[src/design/scpd_pkg.sv]
// Shared types and constants for the serial-commanded PWM dimmer.
// Used by every module in the design folder; depends on nothing.
package scpd_pkg;

    localparam int DUTY_W   = 7;
    localparam int PERIOD_W = 16;
    localparam int CMP_W    = 16;
    localparam int PROD_W   = PERIOD_W + DUTY_W;
    localparam int QUART_W  = PROD_W - 2;
    localparam int RECIP_W  = 22;
    localparam int RECIP_SH = 26;

    // ceil(2^26 / 25); exact for any dividend below 2^21.
    localparam logic [RECIP_W-1:0] RECIP_25 = 22'd2684355;

    localparam logic [DUTY_W-1:0] DUTY_TOP  = 7'd99;
    localparam logic [DUTY_W-1:0] DUTY_ZERO = 7'd0;

    localparam logic CMD_CHAR = 1'b0;
    localparam logic CMD_TICK = 1'b1;

    localparam logic RAMP_TRIANGLE = 1'b0;
    localparam logic RAMP_TARGET   = 1'b1;

    localparam logic [7:0] CHAR_NUL  = 8'h00;
    localparam logic [7:0] CHAR_LF   = 8'h0A;
    localparam logic [7:0] CHAR_CR   = 8'h0D;
    localparam logic [7:0] CHAR_MARK = 8'h24;
    localparam logic [7:0] CHAR_ZERO = 8'h30;
    localparam logic [7:0] CHAR_NINE = 8'h39;

    localparam logic [7:0] WORD_MANUAL [6] = '{8'h6D, 8'h61, 8'h6E, 8'h75, 8'h61, 8'h6C};
    localparam logic [7:0] WORD_AUTO   [4] = '{8'h61, 8'h75, 8'h74, 8'h6F};
    localparam logic [7:0] WORD_PWM    [3] = '{8'h50, 8'h57, 8'h4D};

    typedef struct packed {
        logic              mode;
        logic [DUTY_W-1:0] target;
    } frame_ctrl_t;

endpackage

[src/design/scpd_frame.sv]
// Command frame collector and decoder: character store, mode and target.
// Depends on scpd_pkg.
module scpd_frame #(
    parameter int BUFFER_DEPTH = 10
) (
    input  logic                 clk,
    input  logic                 rst_n,
    input  logic                 take,
    input  logic [7:0]           rx_byte,
    output scpd_pkg::frame_ctrl_t ctrl,
    output scpd_pkg::frame_ctrl_t ctrl_next
);
    import scpd_pkg::*;

    localparam int CW = $clog2(BUFFER_DEPTH + 1);
    localparam int IW = $clog2(BUFFER_DEPTH);

    logic              open_reg, open_next;
    logic [CW-1:0]     count_reg, count_next;
    logic [7:0]        store_reg [BUFFER_DEPTH];
    frame_ctrl_t       ctrl_reg;

    logic              is_filler;
    logic              is_mark;
    logic              store_we;
    logic              match_manual, match_auto, match_pwm, digits_ok;
    logic [DUTY_W-1:0] tens, ones, target_calc;

    always_comb
    begin
        is_filler = (rx_byte == CHAR_NUL) || (rx_byte == CHAR_LF) || (rx_byte == CHAR_CR);
        is_mark   = (rx_byte == CHAR_MARK);

        match_manual = 1'b1;
        for (int i = 0; i < 6; i++)
        begin
            if (store_reg[i] != WORD_MANUAL[i])
            begin
                match_manual = 1'b0;
            end
        end
        match_auto = 1'b1;
        for (int i = 0; i < 4; i++)
        begin
            if (store_reg[i] != WORD_AUTO[i])
            begin
                match_auto = 1'b0;
            end
        end
        match_pwm = 1'b1;
        for (int i = 0; i < 3; i++)
        begin
            if (store_reg[i] != WORD_PWM[i])
            begin
                match_pwm = 1'b0;
            end
        end
        digits_ok = (store_reg[3] >= CHAR_ZERO) && (store_reg[3] <= CHAR_NINE)
                 && (store_reg[4] >= CHAR_ZERO) && (store_reg[4] <= CHAR_NINE);

        tens        = {3'b000, 4'(store_reg[3] - CHAR_ZERO)};
        ones        = {3'b000, 4'(store_reg[4] - CHAR_ZERO)};
        target_calc = (tens << 3) + (tens << 1) + ones;

        open_next  = open_reg;
        count_next = count_reg;
        ctrl_next  = ctrl_reg;
        store_we   = 1'b0;

        if (take && !is_filler)
        begin
            if (!open_reg)
            begin
                if (is_mark)
                begin
                    open_next  = 1'b1;
                    count_next = '0;
                end
            end
            else if (is_mark)
            begin
                // Closing mark: the first word that matches wins.
                open_next = 1'b0;
                if (match_manual)
                begin
                    ctrl_next.mode = RAMP_TARGET;
                end
                else if (match_auto)
                begin
                    ctrl_next.mode = RAMP_TRIANGLE;
                end
                else if (match_pwm && digits_ok)
                begin
                    ctrl_next.target = target_calc;
                end
            end
            else if (count_reg < CW'(BUFFER_DEPTH))
            begin
                store_we   = 1'b1;
                count_next = count_reg + 1'b1;
            end
        end
    end

    always_ff @(posedge clk or negedge rst_n)
    begin
        if (!rst_n)
        begin
            open_reg  <= 1'b0;
            count_reg <= '0;
            ctrl_reg  <= '{mode: RAMP_TRIANGLE, target: DUTY_ZERO};
            for (int i = 0; i < BUFFER_DEPTH; i++)
            begin
                store_reg[i] <= '0;
            end
        end
        else
        begin
            open_reg  <= open_next;
            count_reg <= count_next;
            ctrl_reg  <= ctrl_next;
            if (store_we)
            begin
                store_reg[count_reg[IW-1:0]] <= rx_byte;
            end
        end
    end

    assign ctrl = ctrl_reg;

endmodule

[src/design/scpd_duty.sv]
// Duty engine: manual slew toward the target or automatic triangle ramp.
// Depends on scpd_pkg.
module scpd_duty (
    input  logic                         clk,
    input  logic                         rst_n,
    input  logic                         tick,
    input  scpd_pkg::frame_ctrl_t        ctrl,
    output logic [scpd_pkg::DUTY_W-1:0]  duty,
    output logic [scpd_pkg::DUTY_W-1:0]  duty_next
);
    import scpd_pkg::*;

    logic              duty_reg;
    logic [DUTY_W-1:0] level_reg;
    logic              down_next;
    logic [DUTY_W-1:0] step;

    always_comb
    begin
        duty_next = level_reg;
        down_next = duty_reg;
        step      = level_reg;
        if (tick)
        begin
            if (ctrl.mode == RAMP_TARGET)
            begin
                if (level_reg < ctrl.target)
                begin
                    duty_next = level_reg + 1'b1;
                end
                else if (level_reg > ctrl.target)
                begin
                    duty_next = level_reg - 1'b1;
                end
            end
            else if (!duty_reg)
            begin
                step      = (level_reg < DUTY_TOP) ? level_reg + 1'b1 : level_reg;
                duty_next = step;
                if (step >= DUTY_TOP)
                begin
                    down_next = 1'b1;
                end
            end
            else
            begin
                step      = (level_reg > DUTY_ZERO) ? level_reg - 1'b1 : level_reg;
                duty_next = step;
                if (step == DUTY_ZERO)
                begin
                    down_next = 1'b0;
                end
            end
        end
    end

    // duty_reg holds the ramp direction: set while falling.
    always_ff @(posedge clk or negedge rst_n)
    begin
        if (!rst_n)
        begin
            duty_reg  <= 1'b0;
            level_reg <= DUTY_ZERO;
        end
        else
        begin
            duty_reg  <= down_next;
            level_reg <= duty_next;
        end
    end

    assign duty = level_reg;

endmodule

[src/design/scpd_scale.sv]
// Divide-by-100 of the period-times-duty product by reciprocal multiplication.
// Depends on scpd_pkg.
module scpd_scale (
    input  logic [scpd_pkg::PROD_W-1:0] product,
    output logic [scpd_pkg::CMP_W-1:0]  compare
);
    import scpd_pkg::*;

    logic [QUART_W-1:0]         quarter;
    logic [QUART_W+RECIP_W-1:0] scaled;

    // x / 100 = (x / 4) / 25; the reciprocal of 25 is exact over the quarter's range.
    always_comb
    begin
        quarter = product[PROD_W-1:2];
        scaled  = {{RECIP_W{1'b0}}, quarter} * {{QUART_W{1'b0}}, RECIP_25};
        compare = scaled[RECIP_SH +: CMP_W];
    end

endmodule

[src/design/serial_commanded_pwm_dimmer_top.sv]
// Top level of the serial-commanded PWM dimmer.
// Depends on scpd_pkg, scpd_frame, scpd_duty and scpd_scale.
//
// Usage:
//   The item channel (item_valid, item_stall, cmd, rx_byte) carries one beat per
//   received serial character (cmd low) or per PWM update tick (cmd high). The
//   result channel (result_valid, result_stall, duty_now, compare_value, mode_now,
//   target_now) returns exactly one beat per item, in order.
//   The APB port holds one register, period, at byte address 0; it must be written
//   only while no item is in flight.
//   From accepted item to result beat, each item passes an input register,
//   a state update stage that also forms period * duty, and an output stage that
//   divides that product by 100 with a reciprocal multiply. The pipeline takes one
//   item every cycle while the result side does not stall; the state update sets the throughput.
//   When the receiver stalls, stages fill up behind the held result and item_stall
//   rises only once all three stages hold beats.
//   Reset clears the frame state, the character store, mode (automatic), target
//   and duty to zero and sets period to 99.
module serial_commanded_pwm_dimmer_top #(
    parameter int BUFFER_DEPTH = 10
) (
    input  logic                                 clk,
    input  logic                                 rst_n,
    input  logic                                 item_valid,
    output logic                                 item_stall,
    input  logic                                 cmd,
    input  logic [7:0]                           rx_byte,
    output logic                                 result_valid,
    input  logic                                 result_stall,
    output logic [scpd_pkg::DUTY_W-1:0]          duty_now,
    output logic [scpd_pkg::CMP_W-1:0]           compare_value,
    output logic                                 mode_now,
    output logic [scpd_pkg::DUTY_W-1:0]          target_now,
    input  logic                                 psel,
    input  logic                                 penable,
    input  logic                                 pwrite,
    input  logic [2:0]                           paddr,
    input  logic [31:0]                          pwdata,
    output logic [31:0]                          prdata,
    output logic                                 pready
);
    import scpd_pkg::*;

    // Configuration register.
    logic [PERIOD_W-1:0] period_reg;

    // Input stage.
    logic       in_valid_reg;
    logic       in_cmd_reg;
    logic [7:0] in_byte_reg;

    // Middle stage, holding the state after the item and the raw product.
    logic              mid_valid_reg;
    logic [DUTY_W-1:0] mid_duty_reg;
    logic              mid_mode_reg;
    logic [DUTY_W-1:0] mid_target_reg;
    logic [PROD_W-1:0] mid_prod_reg;

    // Output stage.
    logic              out_valid_reg;
    logic [DUTY_W-1:0] out_duty_reg;
    logic [CMP_W-1:0]  out_cmp_reg;
    logic              out_mode_reg;
    logic [DUTY_W-1:0] out_target_reg;

    logic out_free, mid_move, mid_free, in_move, in_free, accept;

    frame_ctrl_t       ctrl, ctrl_next;
    logic [DUTY_W-1:0] duty, duty_next;
    logic [CMP_W-1:0]  compare;
    logic              take_char, take_tick;

    // Each stage advances when the stage ahead is empty or moving on.
    always_comb
    begin
        out_free  = !out_valid_reg || !result_stall;
        mid_move  = mid_valid_reg && out_free;
        mid_free  = !mid_valid_reg || mid_move;
        in_move   = in_valid_reg && mid_free;
        in_free   = !in_valid_reg || in_move;
        accept    = item_valid && in_free;
        take_char = in_move && (in_cmd_reg == CMD_CHAR);
        take_tick = in_move && (in_cmd_reg == CMD_TICK);
    end

    assign item_stall = !in_free;

    scpd_frame #(
        .BUFFER_DEPTH(BUFFER_DEPTH)
    ) u_frame (
        .clk      (clk),
        .rst_n    (rst_n),
        .take     (take_char),
        .rx_byte  (in_byte_reg),
        .ctrl     (ctrl),
        .ctrl_next(ctrl_next)
    );

    scpd_duty u_duty (
        .clk      (clk),
        .rst_n    (rst_n),
        .tick     (take_tick),
        .ctrl     (ctrl),
        .duty     (duty),
        .duty_next(duty_next)
    );

    scpd_scale u_scale (
        .product(mid_prod_reg),
        .compare(compare)
    );

    // Control state of the pipeline and the configuration register.
    always_ff @(posedge clk or negedge rst_n)
    begin
        if (!rst_n)
        begin
            in_valid_reg  <= 1'b0;
            mid_valid_reg <= 1'b0;
            out_valid_reg <= 1'b0;
            period_reg    <= 16'd99;
        end
        else
        begin
            if (in_free)
            begin
                in_valid_reg <= item_valid;
            end
            if (mid_free)
            begin
                mid_valid_reg <= in_move;
            end
            if (out_free)
            begin
                out_valid_reg <= mid_move;
            end
            if (psel && penable && pwrite && pready && !paddr[2])
            begin
                period_reg <= pwdata[PERIOD_W-1:0];
            end
        end
    end

    // Payload registers, loaded only when their stage takes a beat.
    always_ff @(posedge clk)
    begin
        if (accept)
        begin
            in_cmd_reg  <= cmd;
            in_byte_reg <= rx_byte;
        end
        if (in_move)
        begin
            mid_duty_reg   <= duty_next;
            mid_mode_reg   <= ctrl_next.mode;
            mid_target_reg <= ctrl_next.target;
            mid_prod_reg   <= {{DUTY_W{1'b0}}, period_reg} * {{PERIOD_W{1'b0}}, duty_next};
        end
        if (mid_move)
        begin
            out_duty_reg   <= mid_duty_reg;
            out_cmp_reg    <= compare;
            out_mode_reg   <= mid_mode_reg;
            out_target_reg <= mid_target_reg;
        end
    end

    assign result_valid  = out_valid_reg;
    assign duty_now      = out_duty_reg;
    assign compare_value = out_cmp_reg;
    assign mode_now      = out_mode_reg;
    assign target_now    = out_target_reg;

    assign pready = 1'b1;
    assign prdata = paddr[2] ? 32'd0 : {{(32 - PERIOD_W){1'b0}}, period_reg};

    // The input side only stalls when every stage holds a beat behind a stalled result.
    assert property (@(posedge clk) disable iff (!rst_n)
        item_stall |-> (in_valid_reg && mid_valid_reg && out_valid_reg && result_stall))
        else $error("item_stall raised while the pipeline has room");

    // The duty moves by at most one step per processed item.
    assert property (@(posedge clk) disable iff (!rst_n)
        in_move |=> (duty == $past(duty) || duty == $past(duty) + 1'b1
                     || duty == $past(duty) - 1'b1))
        else $error("duty jumped by more than one step");

    // The pulse length never exceeds the period it was scaled from.
    assert property (@(posedge clk) disable iff (!rst_n)
        result_valid |-> (compare_value <= period_reg))
        else $error("compare value above period");

    // A processed item lands in the middle stage on the next edge.
    assert property (@(posedge clk) disable iff (!rst_n)
        in_move |=> mid_valid_reg)
        else $error("processed beat lost before the middle stage");

endmodule
[config.mk]
export PLATFORM = sky130hd
export DESIGN_NAME = serial_commanded_pwm_dimmer_top
export DESIGN_NICKNAME = d
export VERILOG_FILES = /design/src/design/scpd_pkg.sv /design/src/design/scpd_frame.sv /design/src/design/scpd_duty.sv /design/src/design/scpd_scale.sv /design/src/design/serial_commanded_pwm_dimmer_top.sv
export SDC_FILE = /design/constraint.sdc
export NUM_CORES = 1
export LEC_CHECK = 0
export ABC_AREA = 1
export ABC_CLOCK_PERIOD_IN_PS = 7900
export BUFFER_PORTS_ARGS = -buffer_cell sky130_fd_sc_hd__buf_2
export CORE_ASPECT_RATIO = 1.25
export CORE_MARGIN = 1
export CORE_UTILIZATION = 64
export DETAILED_ROUTE_END_ITERATION = 6
export PLACE_DENSITY = 0.8
export SKIP_CTS_REPAIR_TIMING = 1
export SYNTH_ARGS = -nofsm -noshare
export SYNTH_HDL_FRONTEND = slang
export SYNTH_HIERARCHICAL = 1
export SYNTH_SLANG_ARGS = --single-unit
[constraint.sdc]
create_clock -name clk -period 7.9 [get_ports clk]
set_input_delay 0.79 -clock clk [delete_from_list [all_inputs] [get_ports clk]]
set_output_delay 0.79 -clock clk [all_outputs]
set_load 0.05 [all_outputs]
==> flow_results.org <==
** Critical path
- Crit Path Class :: flop to flop
- Max incr delay on CP :: 0.78 ns
- Crit path capture :: mid_prod_reg[21]$_DFFE_PP_
- CP startpoint kind :: flop
- The worst register-to-register path begins at u_duty/duty[2]$_DFF_PN0_.
- The endpoint identified for the worst register-to-register timing path is mid_prod_reg[21]$_DFFE_PP_.
- Required time at the endpoint of the critical path :: 8.07 ns
- Crit-path slowest cell :: sky130_fd_sc_hd__a21oi_2
- Signal arrival time at the worst endpoint :: 6.74 ns
- Tracing the worst setup path back leads to its startpoint at u_duty/duty[2]$_DFF_PN0_.
- The worst register-to-register path has a depth of 28.
- By instance count, the cell type seen most on the critical path is sky130_fd_sc_hd__nand2_1.
- Of all nets on the critical path, the largest fanout is 18.
- STA classifies the critical path endpoint as a flop.
- R2R Setup Slk :: 1.32 ns

** Detailed routing
- For this block, the routed nets add up to 50,200 um of wire.
- Once detail routing completed, the nets flagged for antenna violations numbered 0.
- DR WL met3 :: 1770 um
- Total vias in the final route :: 16,706
- After detailed routing, no signal wire sits above met4.
- The first detailed-routing pass ran for 7 iterations.
- Summed over all nets, wire length on met2 after detailed routing comes to 26,800 um.
- Routed vias/inst :: 5.29
- For this block, the initial DRC count from the detailed router was 893.
- For this run, design rule violations remaining after detail routing come to 0.
- Routed len/inst :: 15.9 um
- The detailed router put a total of 18,600 um of wire on met1.

** STA
- The clock period could shrink to 6.58 ns.
- Fin Clk Skew :: 0.0290 ns
- At the pin with the least slew margin, the transition time is 1.08 ns.
- In the finished design, the share of the clock period the worst path needs comes to 83.2%.
- Based on the critical path, the design can be clocked at up to 152 MHz.
- Setup repair after global routing left no endpoint under its margin.
- Adding up every negative setup slack in the final design gives 0 ns.
- The final-report hold violation count was 0.
- # setup viols final :: 0
- Measured against its own limit, the worst slew margin works out to 27.5%.
- The final max-slew violation count came to 0.

** Die
- Core ar. :: 32,600 um^2
- The die covers 33,800 um^2.
- FP Rows :: 74
- Chip width :: 165 um
- Die height :: 205 um
- IO Pins :: 117
- For this configuration, the core starts out at a cell density of 64.9%.

** Min path
- Worst hold path type :: primary input to asynchronous set/reset pin

** Place
- Detailed placement ended at an HPWL of 42,000 um.
- Port Buf Inserts :: 81
- The congestion estimate from routability-driven global placement came to 1.00.

** Flow run
- Across the run, the number of max-cap violations was 0.

** Logic synthesis
- After synthesis the cells add up to 21,100 um^2.
- Yosys warns :: 6
- Post-Synthesis Mean Instance Area :: 7.87 um^2
- Post-Syn Instances :: 2,685

** Global route
- Largest net degree at the start of global routing :: 77
- The first global-routing pass estimated 81,200 um of wire.
- Aggregate global routing overflow :: 0
- Initial antenna violation count :: 0
- The number of global-route vias before repair was 16,965.
- Aggregate global-route resource usage :: 31.5%

** Final layout
- The register with the most flip-flops in the layout has 48 of them.
- Area growth from synthesis to layout :: 5.60%
- N_diodes :: 0
- Proportion of layout cells with a drive suffix above 1 :: 8.17%
- The library cell used most frequently in the layout, excluding fill and tap cells, is sky130_fd_sc_hd__nand2_1.
- Post-layout net count :: 3,270
- Highest-count cells in the layout ignoring fill and taps :: 707 x sky130_fd_sc_hd__nand2_1, 654 x sky130_fd_sc_hd__inv_1, 264 x sky130_fd_sc_hd__ha_1, 226 x sky130_fd_sc_hd__fa_1, 168 x sky130_fd_sc_hd__nor2_1

** Clock tree
- Worst-case clock buffer depth :: 2
- TritonCTS created 17 clock buffers.
- Clock latency on the worst-skew pair, taken at its later pin, is 0.47 ns.
- TritonCTS built the clock tree.
- The root buffer cell chosen for the clock tree is sky130_fd_sc_hd__clkbuf_16.
- The H-tree generated during clock tree synthesis spans 4 levels.
- The clock net in this run drives a total of 164 sinks.
- Clock-pin slew was measured on the worst setup and hold paths at 0.07 ns.

** Run status
- Run status :: finished clean
-- routing by layer --
metal,vias to the layer above,global-route usage (%)
li1,8170,-
met1,7858,34.0
met5,-,0
met3,170,3.23
met2,508,58.7
met4,0,18.6
-- cell type report --
type	count	area, um^2
Inverter	663	2490
Timing Repair Buffer	87	453
Clock buffer	18	439
Fill cell	2744	10300
Multi-Input combinational cell	1796	13800
Sequential cell	164	4490
Clock inverter	14	175
Tap cell	418	523
-- worst min-delay path by stage --
stage	startpoint	end	slack, ns	cells after the start
after floorplan	mid_duty_reg[0]$_DFFE_PP_	duty_now[0]$_DFFE_PP_	0.40	0
after CTS	rst_n	period_reg[12]$_DFFE_PN0P_	0.15	1
after global routing	rst_n	period_reg[11]$_DFFE_PN0P_	0.16	1
after detailed placement	mid_target_reg[4]$_DFFE_PP_	target_now[4]$_DFFE_PP_	0.40	0
final	rst_n	period_reg[11]$_DFFE_PN0P_	0.17	1
after global placement	mid_duty_reg[4]$_DFFE_PP_	duty_now[4]$_DFFE_PP_	0.40	0
-- through the flow --
stage / worst slack [ns] / utilization (%) / instance area, um^2 / hold slack, ns / cells
finish: 1.32 / 68.5 / 22300 / 0.170 / 3160
global route: 0.896 / 68.5 / 22300 / 0.163 / 3160
CTS: 1.45 / 68.5 / 22300 / 0.150 / 3160
detailed placement: 1.49 / 66.6 / 21700 / 0.405 / 3128
global placement: 1.60 / 66.6 / 21700 / 0.401 / 3128
floorplan: 2.32 / - / 21200 / 0.400 / 2700
-- critical path, delay by kind of cell (launching register included) --
| kind | cells | cell delay, ns |
|---|---|---|
| simple gates | 15 | 1.40 |
| flops | 1 | 0.67 |
| fa+ha+maj | 6 | 2.67 |
| buf+inv | 5 | 0.46 |
| compound gates | 2 | 1.09 |
Power is not shown: default switching activity piles up to over one toggle a cycle in this logic, so the estimate is an artifact.
